### config.mk
export PLATFORM = sky130hd
export DESIGN_NAME = button_gesture_detector_unit_flat
export DESIGN_NICKNAME = d
export VERILOG_FILES = /design/src/bgd_pkg.sv /design/src/bgd_channels.sv /design/src/bgd_ram.sv /design/src/bgd_front.sv /design/src/bgd_back.sv /design/src/button_gesture_detector_unit.sv /design/src/flat_wrapper.sv
export SDC_FILE = /design/constraint.sdc
export NUM_CORES = 2
export LEC_CHECK = 0
export ABC_CLOCK_PERIOD_IN_PS = 11400
export BUFFER_PORTS_ARGS = -buffer_cell sky130_fd_sc_hd__buf_2
export CORE_MARGIN = 2
export CORE_UTILIZATION = 35
export CTS_CLUSTER_SIZE = 16
export DETAILED_ROUTE_END_ITERATION = 10
export PLACE_DENSITY = 0.58
export SLEW_MARGIN = 20
export SYNTH_ARGS = -nofsm -noshare
export SYNTH_HDL_FRONTEND = slang
export SYNTH_SLANG_ARGS = --single-unit
### constraint.sdc
create_clock -name clk -period 11.4 [get_ports clk]
set_clock_uncertainty 0.1 [all_clocks]
set_input_delay 0.57 -clock clk [delete_from_list [all_inputs] [get_ports clk]]
set_output_delay 0.57 -clock clk [all_outputs]
set_load 0.02 [all_outputs]
### src/bgd_pkg.sv
package bgd_pkg;

	// field widths
	localparam int KEY_W      = 4;
	localparam int TIME_W     = 16;
	localparam int DELAY_W    = 15;
	localparam int CD_W       = 17;
	localparam int CLICK_W    = 8;
	localparam int PHASE_W    = 3;
	localparam int EVENT_W    = 3;
	localparam int CFG_IDX_W  = 3;
	localparam int CFG_DATA_W = 16;

	// sizing
	localparam int NUM_KEYS_DEF = 16;
	localparam int QUEUE_DEPTH  = 2;

	// key phases
	localparam logic [PHASE_W-1:0] PH_RELEASE  = 3'd0;
	localparam logic [PHASE_W-1:0] PH_PREPRESS = 3'd1;
	localparam logic [PHASE_W-1:0] PH_PRELONG  = 3'd2;
	localparam logic [PHASE_W-1:0] PH_LONGHOLD = 3'd3;
	localparam logic [PHASE_W-1:0] PH_MULTI    = 3'd4;

	// gesture events
	localparam logic [EVENT_W-1:0] EV_NONE   = 3'd0;
	localparam logic [EVENT_W-1:0] EV_CLICK  = 3'd1;
	localparam logic [EVENT_W-1:0] EV_MULTI  = 3'd2;
	localparam logic [EVENT_W-1:0] EV_HOLD   = 3'd3;
	localparam logic [EVENT_W-1:0] EV_REPEAT = 3'd4;

	// register indexes
	localparam logic [CFG_IDX_W-1:0] REG_CLICK_THRESHOLD    = 3'd0;
	localparam logic [CFG_IDX_W-1:0] REG_HOLD_THRESHOLD     = 3'd1;
	localparam logic [CFG_IDX_W-1:0] REG_HOLD_FIRST_DELAY   = 3'd2;
	localparam logic [CFG_IDX_W-1:0] REG_HOLD_REPEAT_PERIOD = 3'd3;
	localparam logic [CFG_IDX_W-1:0] REG_CLICK_GAP_LIMIT    = 3'd4;

	// register reset values
	localparam logic [TIME_W-1:0]  CLICK_THRESHOLD_RST    = 16'd50;
	localparam logic [TIME_W-1:0]  HOLD_THRESHOLD_RST     = 16'd1000;
	localparam logic [DELAY_W-1:0] HOLD_FIRST_DELAY_RST   = 15'd500;
	localparam logic [DELAY_W-1:0] HOLD_REPEAT_PERIOD_RST = 15'd100;
	localparam logic [TIME_W-1:0]  CLICK_GAP_LIMIT_RST    = 16'd250;

	typedef struct packed {
		logic [TIME_W-1:0]  click_threshold;
		logic [TIME_W-1:0]  hold_threshold;
		logic [DELAY_W-1:0] hold_first_delay;
		logic [DELAY_W-1:0] hold_repeat_period;
		logic [TIME_W-1:0]  click_gap_limit;
	} cfg_t;

	// per-key state record, all zero is the reset value
	typedef struct packed {
		logic [PHASE_W-1:0] phase;
		logic [TIME_W-1:0]  press_time;
		logic [TIME_W-1:0]  gap_time;
		logic [CD_W-1:0]    countdown;
		logic [CLICK_W-1:0] clicks;
		logic [TIME_W-1:0]  hold_length;
	} key_state_t;

	// queued scan sample with its classification
	typedef struct packed {
		logic [KEY_W-1:0]  key_index;
		logic              pressed;
		logic [TIME_W-1:0] elapsed_ms;
		logic              in_range;
	} item_t;

	function automatic logic [TIME_W-1:0] sat_add16(input logic [TIME_W-1:0] a,
			input logic [TIME_W-1:0] b);
		logic [TIME_W:0] s;
		s = {1'b0, a} + {1'b0, b};
		return s[TIME_W] ? {TIME_W{1'b1}} : s[TIME_W-1:0];
	endfunction

endpackage

### src/bgd_channels.sv
interface bgd_item_if import bgd_pkg::*; ();
	logic              valid;
	logic              ready;
	logic [KEY_W-1:0]  key_index;
	logic              pressed;
	logic [TIME_W-1:0] elapsed_ms;

	modport source (output valid, key_index, pressed, elapsed_ms, input ready);
	modport sink (input valid, key_index, pressed, elapsed_ms, output ready);
endinterface

interface bgd_result_if import bgd_pkg::*; ();
	logic               valid;
	logic               ready;
	logic [KEY_W-1:0]   key_echo;
	logic [EVENT_W-1:0] gesture_event;
	logic [CLICK_W-1:0] click_total;
	logic [PHASE_W-1:0] key_phase;
	logic [TIME_W-1:0]  last_hold_ms;

	modport source (output valid, key_echo, gesture_event, click_total, key_phase,
		last_hold_ms, input ready);
	modport sink (input valid, key_echo, gesture_event, click_total, key_phase,
		last_hold_ms, output ready);
endinterface

interface bgd_cfg_if import bgd_pkg::*; ();
	logic                  valid;
	logic                  ready;
	logic [CFG_IDX_W-1:0]  index;
	logic [CFG_DATA_W-1:0] data;

	modport source (output valid, index, data, input ready);
	modport sink (input valid, index, data, output ready);
endinterface

### src/bgd_ram.sv
module bgd_ram #(
	parameter int WIDTH = 8,
	parameter int DEPTH = 16,
	parameter int AW    = (DEPTH > 1) ? $clog2(DEPTH) : 1
) (
	input  logic             clk,
	input  logic             we,
	input  logic [AW-1:0]    waddr,
	input  logic [WIDTH-1:0] wdata,
	input  logic [AW-1:0]    raddr,
	output logic [WIDTH-1:0] rdata
);

	logic [WIDTH-1:0] mem_q [DEPTH];
	logic [WIDTH-1:0] rdata_q;

	// one write port, one registered read port
	always_ff @(posedge clk) begin
		if (we) begin
			mem_q[waddr] <= wdata;
		end
		rdata_q <= mem_q[raddr];
	end

	assign rdata = rdata_q;

endmodule

### src/bgd_front.sv
module bgd_front import bgd_pkg::*; #(
	parameter int NUM_KEYS = NUM_KEYS_DEF
) (
	input  logic        clk,
	input  logic        arst_n,
	bgd_item_if.sink    item,
	output logic        q_vld,
	output item_t       q_item,
	input  logic        q_pop
);

	localparam int QPW = (QUEUE_DEPTH > 1) ? $clog2(QUEUE_DEPTH) : 1;
	localparam int QCW = $clog2(QUEUE_DEPTH + 1);

	item_t            ent_q [QUEUE_DEPTH];
	logic [QPW-1:0]   wr_ptr_q;
	logic [QPW-1:0]   rd_ptr_q;
	logic [QCW-1:0]   cnt_q;
	logic             push;
	item_t            new_item;

	function automatic logic [QPW-1:0] ptr_next(input logic [QPW-1:0] p);
		return (p == QPW'(QUEUE_DEPTH - 1)) ? '0 : p + 1'b1;
	endfunction

	// classify the sample: keys beyond the table leave state untouched
	always_comb begin
		new_item.key_index  = item.key_index;
		new_item.pressed    = item.pressed;
		new_item.elapsed_ms = item.elapsed_ms;
		new_item.in_range   = (32'(item.key_index) < 32'(NUM_KEYS));
	end

	assign item.ready = (cnt_q != QCW'(QUEUE_DEPTH));
	assign push       = item.valid && item.ready;
	assign q_vld      = (cnt_q != '0);
	assign q_item     = ent_q[rd_ptr_q];

	// queue storage
	always_ff @(posedge clk) begin
		if (push) begin
			ent_q[wr_ptr_q] <= new_item;
		end
	end

	// queue pointers and fill count
	always_ff @(posedge clk or negedge arst_n) begin
		if (!arst_n) begin
			wr_ptr_q <= '0;
			rd_ptr_q <= '0;
			cnt_q    <= '0;
		end else begin
			if (push) begin
				wr_ptr_q <= ptr_next(wr_ptr_q);
			end
			if (q_pop) begin
				rd_ptr_q <= ptr_next(rd_ptr_q);
			end
			if (push && !q_pop) begin
				cnt_q <= cnt_q + 1'b1;
			end else if (!push && q_pop) begin
				cnt_q <= cnt_q - 1'b1;
			end
		end
	end

	a_fill_bound: assert property (@(posedge clk) disable iff (!arst_n)
		cnt_q <= QCW'(QUEUE_DEPTH))
		else $error("queue fill count above depth");

	a_pop_nonempty: assert property (@(posedge clk) disable iff (!arst_n)
		q_pop |-> (cnt_q != '0))
		else $error("pop from empty queue");

endmodule

### src/bgd_back.sv
module bgd_back import bgd_pkg::*; #(
	parameter int NUM_KEYS = NUM_KEYS_DEF
) (
	input  logic        clk,
	input  logic        arst_n,
	input  cfg_t        cfg,
	input  logic        q_vld,
	input  item_t       q_item,
	output logic        q_pop,
	bgd_result_if.source result
);

	localparam int AW = (NUM_KEYS > 1) ? $clog2(NUM_KEYS) : 1;
	localparam int SW = $bits(key_state_t);

	function automatic logic [AW-1:0] key_addr(input logic [KEY_W-1:0] k);
		logic [AW+KEY_W-1:0] e;
		e = (AW+KEY_W)'(k);
		return e[AW-1:0];
	endfunction

	item_t              item_s1;
	logic               s1_vld_q;
	logic               out_vld_q;
	logic [KEY_W-1:0]   out_key_q;
	logic [EVENT_W-1:0] out_event_q;
	logic [CLICK_W-1:0] out_clicks_q;
	logic [PHASE_W-1:0] out_phase_q;
	logic [TIME_W-1:0]  out_hold_q;
	logic [NUM_KEYS-1:0] valid_q;
	logic               wr_vld_q;
	logic [AW-1:0]      wr_addr_q;
	key_state_t         wr_state_q;

	logic               out_free;
	logic               s1_go;
	logic               s1_load;
	logic [AW-1:0]      raddr;
	logic [AW-1:0]      s1_addr;
	logic [SW-1:0]      rdata;
	logic               ram_we;
	key_state_t         cur;
	key_state_t         nxt;
	logic [EVENT_W-1:0] ev;
	logic               down;
	logic [TIME_W-1:0]  dt;

	// stage control: the execute stage moves when the output register frees up
	assign out_free = !out_vld_q || result.ready;
	assign s1_go    = s1_vld_q && out_free;
	assign s1_load  = !s1_vld_q || out_free;
	assign q_pop    = q_vld && s1_load;
	assign s1_addr  = key_addr(item_s1.key_index);
	assign raddr    = q_pop ? key_addr(q_item.key_index) : s1_addr;
	assign ram_we   = s1_go && item_s1.in_range;

	bgd_ram #(
		.WIDTH (SW),
		.DEPTH (NUM_KEYS),
		.AW    (AW)
	) u_state_ram (
		.clk   (clk),
		.we    (ram_we),
		.waddr (s1_addr),
		.wdata (nxt),
		.raddr (raddr),
		.rdata (rdata)
	);

	// current key state: last write wins, unwritten keys read as reset
	always_comb begin
		if (wr_vld_q && (wr_addr_q == s1_addr)) begin
			cur = wr_state_q;
		end else if (valid_q[s1_addr]) begin
			cur = key_state_t'(rdata);
		end else begin
			cur = '0;
		end
	end

	// per-key gesture update
	always_comb begin
		down = item_s1.pressed;
		dt   = item_s1.elapsed_ms;
		nxt  = cur;
		ev   = EV_NONE;

		// timers
		if (!down) begin
			if (cur.phase == PH_LONGHOLD) begin
				nxt.hold_length = cur.press_time;
			end
			nxt.press_time = '0;
		end else begin
			nxt.press_time = sat_add16(cur.press_time, dt);
		end
		if (cur.phase == PH_MULTI) begin
			nxt.gap_time = sat_add16(cur.gap_time, dt);
		end else begin
			nxt.gap_time = '0;
		end

		// phase machine
		case (cur.phase)
			PH_RELEASE: begin
				nxt.clicks = '0;
				if (down) begin
					nxt.phase = PH_PREPRESS;
				end
			end
			PH_PREPRESS: begin
				if (!down) begin
					nxt.phase = PH_RELEASE;
				end else if (nxt.press_time >= cfg.click_threshold) begin
					nxt.phase = PH_PRELONG;
				end
			end
			PH_PRELONG: begin
				if (!down) begin
					nxt.phase = PH_MULTI;
					if (cur.clicks != {CLICK_W{1'b1}}) begin
						nxt.clicks = cur.clicks + 1'b1;
					end
				end else if (nxt.press_time >= cfg.hold_threshold) begin
					nxt.phase     = PH_LONGHOLD;
					nxt.countdown = CD_W'(cfg.hold_first_delay);
					ev            = EV_HOLD;
				end
			end
			PH_LONGHOLD: begin
				if (!cur.countdown[CD_W-1] && (cur.countdown != '0)) begin
					nxt.countdown = cur.countdown - CD_W'(dt);
				end else begin
					nxt.countdown = CD_W'(cfg.hold_repeat_period);
					ev            = EV_REPEAT;
				end
				if (!down) begin
					nxt.phase = PH_RELEASE;
				end
			end
			PH_MULTI: begin
				if (nxt.gap_time >= cfg.click_gap_limit) begin
					if (cur.clicks > CLICK_W'(1)) begin
						ev = EV_MULTI;
					end else if (cur.clicks == CLICK_W'(1)) begin
						ev = EV_CLICK;
					end
					nxt.phase = PH_RELEASE;
				end else if (nxt.press_time >= cfg.click_threshold) begin
					nxt.phase = PH_PRELONG;
				end
			end
			default: begin
				nxt.phase = PH_RELEASE;
			end
		endcase
	end

	// execute stage payload
	always_ff @(posedge clk) begin
		if (q_pop) begin
			item_s1 <= q_item;
		end
	end

	// write-back tracking and entry valid bits
	always_ff @(posedge clk or negedge arst_n) begin
		if (!arst_n) begin
			s1_vld_q <= 1'b0;
			valid_q  <= '0;
			wr_vld_q <= 1'b0;
		end else begin
			if (s1_load) begin
				s1_vld_q <= q_vld;
			end
			if (ram_we) begin
				valid_q[s1_addr] <= 1'b1;
				wr_vld_q         <= 1'b1;
			end
		end
	end

	always_ff @(posedge clk) begin
		if (ram_we) begin
			wr_addr_q  <= s1_addr;
			wr_state_q <= nxt;
		end
	end

	// output register
	always_ff @(posedge clk or negedge arst_n) begin
		if (!arst_n) begin
			out_vld_q <= 1'b0;
		end else if (out_free) begin
			out_vld_q <= s1_vld_q;
		end
	end

	always_ff @(posedge clk) begin
		if (s1_go) begin
			out_key_q <= item_s1.key_index;
			if (item_s1.in_range) begin
				out_event_q  <= ev;
				out_clicks_q <= nxt.clicks;
				out_phase_q  <= nxt.phase;
				out_hold_q   <= nxt.hold_length;
			end else begin
				out_event_q  <= EV_NONE;
				out_clicks_q <= '0;
				out_phase_q  <= PH_RELEASE;
				out_hold_q   <= '0;
			end
		end
	end

	assign result.valid         = out_vld_q;
	assign result.key_echo      = out_key_q;
	assign result.gesture_event = out_event_q;
	assign result.click_total   = out_clicks_q;
	assign result.key_phase     = out_phase_q;
	assign result.last_hold_ms  = out_hold_q;

	a_go_fills_out: assert property (@(posedge clk) disable iff (!arst_n)
		s1_go |=> out_vld_q)
		else $error("finished transaction did not reach output register");

	a_write_marks_valid: assert property (@(posedge clk) disable iff (!arst_n)
		ram_we |=> valid_q[$past(s1_addr)])
		else $error("written key not marked valid");

	a_hold_in_longhold: assert property (@(posedge clk) disable iff (!arst_n)
		(out_vld_q && (out_event_q == EV_HOLD)) |-> (out_phase_q == PH_LONGHOLD))
		else $error("long hold start outside long hold phase");

endmodule

### src/button_gesture_detector_unit.sv
// Per-key button gesture classifier. Each scan sample (key, level, elapsed ms) yields
// exactly one result with the key's phase, click count, last hold length and at most
// one event (click, multi-click, long hold start, hold repeat). A sustained rate of one
// sample per clock is reached while the result channel is ready, same key or not: the
// per-key state lives in a single-write, single-read RAM with a one-deep write-back
// forward, and one read-modify-write per cycle sets that figure. A sample passes the
// queue, the state read and the output register in turn; the last holds while the
// result channel is not ready. Keys at or above NUM_KEYS echo the key with all other
// fields zero and leave state alone. The user must write the five threshold registers
// through the cfg channel only while the block is idle; the block does not enforce
// this. Indexes past the last register are ignored.
module button_gesture_detector_unit import bgd_pkg::*; #(
	parameter int NUM_KEYS = NUM_KEYS_DEF
) (
	input  logic         clk,
	input  logic         arst_n,
	bgd_item_if.sink     item,
	bgd_result_if.source result,
	bgd_cfg_if.sink      cfg
);

	cfg_t  cfg_q;
	logic  q_vld;
	item_t q_item;
	logic  q_pop;

	assign cfg.ready = 1'b1;

	// configuration registers
	always_ff @(posedge clk or negedge arst_n) begin
		if (!arst_n) begin
			cfg_q.click_threshold    <= CLICK_THRESHOLD_RST;
			cfg_q.hold_threshold     <= HOLD_THRESHOLD_RST;
			cfg_q.hold_first_delay   <= HOLD_FIRST_DELAY_RST;
			cfg_q.hold_repeat_period <= HOLD_REPEAT_PERIOD_RST;
			cfg_q.click_gap_limit    <= CLICK_GAP_LIMIT_RST;
		end else if (cfg.valid) begin
			case (cfg.index)
				REG_CLICK_THRESHOLD:    cfg_q.click_threshold    <= cfg.data;
				REG_HOLD_THRESHOLD:     cfg_q.hold_threshold     <= cfg.data;
				REG_HOLD_FIRST_DELAY:   cfg_q.hold_first_delay   <= cfg.data[DELAY_W-1:0];
				REG_HOLD_REPEAT_PERIOD: cfg_q.hold_repeat_period <= cfg.data[DELAY_W-1:0];
				REG_CLICK_GAP_LIMIT:    cfg_q.click_gap_limit    <= cfg.data;
				default: begin
				end
			endcase
		end
	end

	bgd_front #(
		.NUM_KEYS (NUM_KEYS)
	) u_front (
		.clk    (clk),
		.arst_n (arst_n),
		.item   (item),
		.q_vld  (q_vld),
		.q_item (q_item),
		.q_pop  (q_pop)
	);

	bgd_back #(
		.NUM_KEYS (NUM_KEYS)
	) u_back (
		.clk    (clk),
		.arst_n (arst_n),
		.cfg    (cfg_q),
		.q_vld  (q_vld),
		.q_item (q_item),
		.q_pop  (q_pop),
		.result (result)
	);

endmodule
### src/flat_wrapper.sv
// flat-port wrapper written by rule: the top's interface ports become plain ports
module button_gesture_detector_unit_flat import bgd_pkg::*;
#(
	parameter int NUM_KEYS = NUM_KEYS_DEF
)
  (clk, arst_n, item_valid, item_key_index, item_pressed, item_elapsed_ms, item_ready, result_valid, result_key_echo, result_gesture_event, result_click_total, result_key_phase, result_last_hold_ms, result_ready, cfg_valid, cfg_index, cfg_data, cfg_ready);
  bgd_item_if item_i ();
  bgd_result_if result_i ();
  bgd_cfg_if cfg_i ();
  input  logic clk;
  input  logic arst_n;
  input wire logic [$bits(item_i.valid)-1:0] item_valid;
  input wire logic [$bits(item_i.key_index)-1:0] item_key_index;
  input wire logic [$bits(item_i.pressed)-1:0] item_pressed;
  input wire logic [$bits(item_i.elapsed_ms)-1:0] item_elapsed_ms;
  output wire logic [$bits(item_i.ready)-1:0] item_ready;
  output wire logic [$bits(result_i.valid)-1:0] result_valid;
  output wire logic [$bits(result_i.key_echo)-1:0] result_key_echo;
  output wire logic [$bits(result_i.gesture_event)-1:0] result_gesture_event;
  output wire logic [$bits(result_i.click_total)-1:0] result_click_total;
  output wire logic [$bits(result_i.key_phase)-1:0] result_key_phase;
  output wire logic [$bits(result_i.last_hold_ms)-1:0] result_last_hold_ms;
  input wire logic [$bits(result_i.ready)-1:0] result_ready;
  input wire logic [$bits(cfg_i.valid)-1:0] cfg_valid;
  input wire logic [$bits(cfg_i.index)-1:0] cfg_index;
  input wire logic [$bits(cfg_i.data)-1:0] cfg_data;
  output wire logic [$bits(cfg_i.ready)-1:0] cfg_ready;
  assign item_i.valid = item_valid;
  assign item_i.key_index = item_key_index;
  assign item_i.pressed = item_pressed;
  assign item_i.elapsed_ms = item_elapsed_ms;
  assign item_ready = item_i.ready;
  assign result_valid = result_i.valid;
  assign result_key_echo = result_i.key_echo;
  assign result_gesture_event = result_i.gesture_event;
  assign result_click_total = result_i.click_total;
  assign result_key_phase = result_i.key_phase;
  assign result_last_hold_ms = result_i.last_hold_ms;
  assign result_i.ready = result_ready;
  assign cfg_i.valid = cfg_valid;
  assign cfg_i.index = cfg_index;
  assign cfg_i.data = cfg_data;
  assign cfg_ready = cfg_i.ready;
  button_gesture_detector_unit #(.NUM_KEYS(NUM_KEYS)) u_core (.clk(clk), .arst_n(arst_n), .item(item_i), .result(result_i), .cfg(cfg_i));
endmodule
# ---- Yosys cells after proc, flatten, opt, wreduce, memory -nomap -nowiden
# Memories as Yosys holds them, arrays and structs flattened. A register that Yosys moved wholly into a read port is not among the register bits.
# Cells that the tools add are included.
dict set report word_totals {
  elab_cells 126
  mem_bits_rw 1258
  out_inout_bits 37
  inputBits 45
  register_bits 237
  n_memories 2
}
dict set report classes {
  order_cmp 6
  n_reduce_logical 26
  bitwise_logic 1
  add_sub_neg 8
  muxes 43
  eq_ne 12
}
# memory depth word_bits rd rd_clocked_by_memory_dff write_ports line_no
set mem_list {}
lappend mem_list {u_core.u_back.u_state_ram.mem_q 16 76 1 1 1 bgd_ram.sv:14} ;# logic [WIDTH-1:0] mem_q [DEPTH];
lappend mem_list {u_core.u_front.ent_q 2 21 1 0 1 bgd_front.sv:15} ;# item_t ent_q [QUEUE_DEPTH];
# cell n
set op_table {}
lappend op_table {{$mux 76} 2}
lappend op_table {{$mux 16} 6}
lappend op_table {{$mux 17} 3}
lappend op_table {{$ge 16x16->1} 3}
lappend op_table {{$add 16x16->17} 2}
lappend op_table {{$pmux 17 s2} 1}
lappend op_table {{$mux 3} 9}
lappend op_table {{$reduce_bool 17->1} 1}
lappend op_table {{$sub 17x16->17} 1}
lappend op_table {{$mux 8} 2}
lappend op_table {{$or 16x16->16} 1}
lappend op_table {{$pmux 8 s2} 1}
lappend op_table {{$pmux 3 s5} 1}
lappend op_table {{$eq 3x2->1 const B} 4}
lappend op_table {{$mux 2} 5}
lappend op_table {{$reduce_and 2->1} 5}
lappend op_table {{$logic_and 1x1->1} 9}
lappend op_table {{$mux 1} 9}
lappend op_table {{$pmux 3 s3} 1}
lappend op_table {{$add 8x1->8 const B} 1}
lappend op_table {{$eq 8x1->1 const B} 1}
lappend op_table {{$gt 8x1->1 const B} 1}
lappend op_table {{$ne 8x8->1 const B} 1}
lappend op_table {{$eq 3x1->1 const B} 2}
lappend op_table {{15 further kinds} 24}

# ---- Logic depth before layout (Yosys ltp)
dict set report logic_depth {
  depth_word 11
  ltp_mapped 32
  mapped_depth_nobuf 25
}

# ---- Modules after synthesis
# Synthesis repeated with hierarchy kept, for this count alone.
dict set report unflattened {
  hier_cells 3412
  hier_area_um2 63009.2
}
# mod n_inst cells_each seq_area_each_um2 area_each_um2
set by_module_without_submodules {}
lappend by_module_without_submodules {bgd_ram 1 1952 38036.5 46993.8}
lappend by_module_without_submodules {bgd_back 1 1204 4559.4 11203.2}
lappend by_module_without_submodules {button_gesture_detector_unit 1 171 1981.9 3079.2}
lappend by_module_without_submodules {bgd_front 1 85 1361.3 1732.9}

# ---- Worst setup path before layout
# No wires, ideal clock.
dict set report synth_path {
  kind {input to register}
  startpoint {in result_ready}
  endpoint {reg u_core.u_back.valid_q[3]}
  setup_slack_ns 2.567
  t_required_ns 11.203
  stages 6
  path_buffers 0
  arrival_ns 8.636
  setup_time_ns 0.097
  cell_sequence {nand2b_1 nand2_1 inv_1 nand3_1 nor3_1 or2_2}
}
dict set report synth_via {
  elab_chain_len 3
}
# element line_no
set synth_rtl {}
lappend synth_rtl {{from (decl)} flat_wrapper.sv:23} ;# input wire logic [$bits(result_i.ready)-1:0] result_ready;
lappend synth_rtl {{$logic_or 1x1->1} bgd_back.sv:49} ;# assign out_free = !out_vld_q || result.ready;
lappend synth_rtl {{$logic_and 1x1->1} bgd_back.sv:50} ;# assign s1_go = s1_vld_q && out_free;
lappend synth_rtl {{$logic_and 1x1->1} bgd_back.sv:55} ;# assign ram_we = s1_go && item_s1.in_range;
lappend synth_rtl {{via u_core.u_back.ram_we} bgd_back.sv:41} ;# logic ram_we;
lappend synth_rtl {{to (signal assigned)} bgd_back.sv:170} ;# valid_q <= '0;
lappend synth_rtl {{to (signal, indexed assignment)} bgd_back.sv:177} ;# valid_q[s1_addr] <= 1'b1;
lappend synth_rtl {{to (decl)} bgd_back.sv:30} ;# logic [NUM_KEYS-1:0] valid_q;
# The timed path passes the listed nets, and every way through them passes these cells.
# A chain may end at the register's enable or synchronous reset.

==> parameters.txt <==
Parameter                              Value

Run status
  Run status ... complete, no violations

CTS
  CTS HTree Levels ... 4
  Clock sink count ... 1539
  Clock tree root driver cell ... clkbuf_16
  TritonCTS clock tree ... built
  Clock-pin slew reported for the worst setup and hold paths after clock tree synthesis ... roughly 0.06 ns
  Clk_lat worst skew ... 0.81 ns
  Post-CTS setup repair buffer count ... 0
  Number of buffers created by CTS ... 151
  Worst-case clock buffer depth ... 3

GRT
  Sum of overflow across all layers after global routing ... 0
  Maximum number of pins on one net before global-route repair ... approximately 150
  Wire length of the first global-routing pass ... 230 mm
  Met2 global-route usage ... 0.297
  Overall track demand over capacity in global routing ... 0.175
  Layer with the highest usage ... met2
  Initial antenna violation count ... 4
  Global routing usage on met3 ... 0.0271
  Number of global-route vias before repair ... about 32000
  Met1 capacity usage during global routing ... 0.224

Critical path
  Worst Reg2Reg Path Length in Cells ... 24
  Minimum setup slack among reg-to-reg paths ... between 2 and 3 ns
  CP Class ... flip-flop to flip-flop
  Data required time at the worst endpoint ... 11.77 ns
  Worst Setup End Kind ... flip-flop
  Start point of the critical path ... u_core.u_back.s1_addr[0]
  Peak fanout along the critical path ... between 40 and 50
  Crit Reg-Reg Endpoint ... u_core.u_back.u_state_ram.mem_q[12][73]
  Reg-to-Reg Start ... u_core.u_back.s1_addr[0]
  Arrival @ worst endpoint ... 9.21 ns
  Nature of the critical path startpoint ... flip-flop

Layout
  Area Growth Syn to Fin ... 14.1%
  Layout Nets ... 3785
  Filler Cell Count ... 15800
  Fraction of final layout cells sized beyond drive strength 1 ... 0.235

Synthesis
  Number of synthesis warnings ... 0
  Synth Area per Inst ... 17.9 um^2
  Async set-or-reset flop fraction in the synthesized netlist ... 0.0656
  Number of flip-flops and latches in the synthesized netlist ... 1539
  Synthesized Nets ... 3623
  Cell area after synthesis ... 62300 um^2
  Sequential fraction of the synthesis area ... 0.722
  Most common flop cell mapped by yosys ... edfxtp_1
  Unique cell type count in the Yosys netlist ... 81
  Post-synthesis instance total ... between 3000 and 4000
  Post-synth EDFFs ... 1362

Die
  Width of the die ... 426 um
  Die height ... between 400 and 500 um
  Total die area ... 181000 um^2
  Top Ports ... 82
  # rows ... ~150
  Effective utilization at floorplan ... 0.353
  Placeable Area ... 176000 um^2

Timing
  Final setup violation count ... 0
  Share of the cycle needed by the critical path after routing ... 0.776
  Clock period minus final worst setup slack ... 8.84 ns
  Transition time at the pin with the least slew margin ... 1.09 ns
  Pins Over Slew Limit ... 0
  Peak Freq ... 0.113 GHz
  Sum Neg Setup Slack ... 0 ns
  Final Hold Viols ... 0
  Remaining max-slew budget at the tightest pin ... 0.270
  RSZ-0062 raised after global routing ... false

Routing
  Drt pass-1 iters ... 6
  Wire length per cell ... 26.3 um
  DRC violation count after routing ... 0
  Overall via count from detail_route ... 32600
  Violation count after the first detailed-routing iteration ... approximately 2900
  Antenna-violating nets left ... 0
  Overall routed net length ... 160 mm
  Drt via density ... 5.34

Placed design
  Routability congestion estimate from global placement ... 0.897
  Port Buffer Count ... 80
  HPWL reported at the end of detailed placement ... 91.2 mm

Min path
  WHS Path Cells ... 3
  Worst Hold End ... u_core.cfg_q[7]
  Launch instance of the worst min-delay path ... cfg_data[7]
  Kind of path behind the tightest hold check ... input port to flip-flop

Job
  Max-cap viol count ... 0
==> through the flow <==
| stage | hold slack [ns] | utilization | worst slack, ns | instances | instance area [um^2] |
|---|---|---|---|---|---|
| finish | 0.0417 | 0.403 | 2.56 | 6109 | 71100 |
| global route | 0.0183 | 0.403 | 2.08 | 6107 | 71100 |
| floorplan | 0.174 | - | 2.57 | 3475 | 62300 |
| global placement | 0.344 | 0.372 | 2.60 | 5794 | 65600 |
| detailed placement | 0.348 | 0.372 | 2.40 | 5796 | 65700 |
| CTS | 0.000531 | 0.402 | 2.36 | 6104 | 71000 |
==> worst max-delay path, stage by stage (launching register included) <==
cell	delay [ns]
edfxtp_1	0.74
mux4_2	0.59
a22oi_1	0.33
nand2_4	0.42
and3_1	0.35
a21oi_1	0.26
fa_1	0.27
nor2b_1	0.06
o21ai_0	0.25
a21oi_1	0.14
o21ai_0	0.38
a31oi_1	0.18
a41oi_1	0.41
a32oi_1	0.16
buf_4	0.23
o21a_1	0.45
ha_1	0.42
a21o_1	0.18
a21o_1	0.16
a21o_1	0.17
a21oi_1	0.14
nor2b_1	0.08
o31ai_1	0.81
nand3_1	0.31
a311oi_4	0.86
==> cells by family (layout without fill, tap and decap cells) <==
kind of cell | count (synthesis) | after routing | share of synthesized area
buffers and inverters | 291 | 581 | 0.0215
AOI/OAI and AO/OA | 516 | 516 | 0.0530
xor gates and xnor gates | 41 | 41 | 0.00576
adders and majority gates | 103 | 103 | 0.0210
other | 1 | 5 | 0.0000602
DFF | 1539 | 1539 | 0.722
muxes | 446 | 446 | 0.135
and+or+nand+nor | 538 | 538 | 0.0421
==> cell type report <==
class | count | area (um^2) | share of cell area
multi-input cells | 1645 | 16400 | 0.230
repair buffers | 207 | 1450 | 0.0204
diodes | 4 | 10.0 | 0.000141
clock inverters | 64 | 733 | 0.0103
clock buffers | 217 | 4270 | 0.0601
flip-flops and latches | 1539 | 45000 | 0.633
well taps | 2340 | 2930 | 0.0412
inverters | 93 | 352 | 0.00495
==> how the worst max path moves through the flow <==
stage / slack (ns) / to
2_1_floorplan: 2.57 / u_core.u_back.valid_q[3]
3_3_place_gp: 2.60 / u_core.u_back.u_state_ram.mem_q[12][37]
3_5_place_dp: 2.40 / u_core.u_back.u_state_ram.mem_q[12][38]
4_1_cts: 2.36 / u_core.u_back.u_state_ram.mem_q[7][38]
5_1_grt: 2.08 / u_core.u_back.u_state_ram.mem_q[8][32]
6_report: 2.56 / u_core.u_back.u_state_ram.mem_q[12][73]
==> timing repair <==
item	CTS	global route
hold buffers	27	0
resized for setup	0	0
endpoints found under the hold margin	86	0
==> placed cells by master, fill, tap and decap left out, drive strengths merged, types with 24 or more instances in the layout <==
| master | synthesis | layout |
|---|---|---|
| nand2 | 216 | 216 |
| a21oi | 160 | 160 |
| mux2i | 82 | 82 |
| mux4 | 308 | 308 |
| buf | 121 | 180 |
| o21ai | 106 | 106 |
| inv | 93 | 103 |
| mux2 | 56 | 56 |
| dlygate4sd3 | 0 | 27 |
| dfxtp | 76 | 76 |
| clkinv | 0 | 39 |
| dfrtp | 77 | 77 |
| a211oi | 89 | 89 |
| edfxtp | 1362 | 1362 |
| o21a | 29 | 29 |
| ha | 100 | 100 |
| nor2b | 87 | 87 |
| clkbuf | 77 | 217 |
| dfstp | 24 | 24 |
| nand3 | 66 | 66 |
| nor2 | 54 | 54 |
| xnor2 | 27 | 27 |
==> state kept, by name, summed over array words and instances, names as in the netlist, 2 cells and up <==
| signal | flops |
|---|---|
| u_core.cfg_q | 78 |
| u_core.u_front.cnt_q | 2 |
| u_core.u_back.s1_addr | 4 |
| u_core.u_back.dt | 16 |
| u_core.u_back.result.gesture_event | 3 |
| u_core.u_front.ent_q | 42 |
| u_core.u_back.wr_addr_q | 4 |
| u_core.u_back.u_state_ram.rdata | 76 |
| u_core.u_back.wr_state_q | 76 |
| u_core.u_back.valid_q | 16 |
| u_core.u_back.u_state_ram.mem_q | 1216 |
==> synth_stat cells (52+ instances only) <==
cell,number,area share
a211oi_1,89,0.011
a21oi_1,159,0.013
buf_2,61,0.0049
clkbuf_1,77,0.0046
dfrtp_1,77,0.031
dfxtp_1,76,0.024
edfxtp_1,1362,0.66
ha_1,100,0.020
inv_1,93,0.0056
mux2_2,56,0.010
mux2i_1,81,0.013
mux4_2,308,0.11
nand2_1,216,0.013
nand3_1,66,0.0053
nor2_1,52,0.0031
nor2b_1,87,0.0087
o21ai_0,103,0.0083
==> per-layer routing <==
| metal | part of all wire | wire length, um |
|---|---|---|
| met4 | 0.041 | 6580 |
| met5 | 0 | 0 |
| met2 | 0.50 | 79700 |
| met1 | 0.41 | 65600 |
| met3 | 0.053 | 8480 |
Power is not shown: default switching activity piles up to over one toggle a cycle in this logic, so the estimate is an artifact.
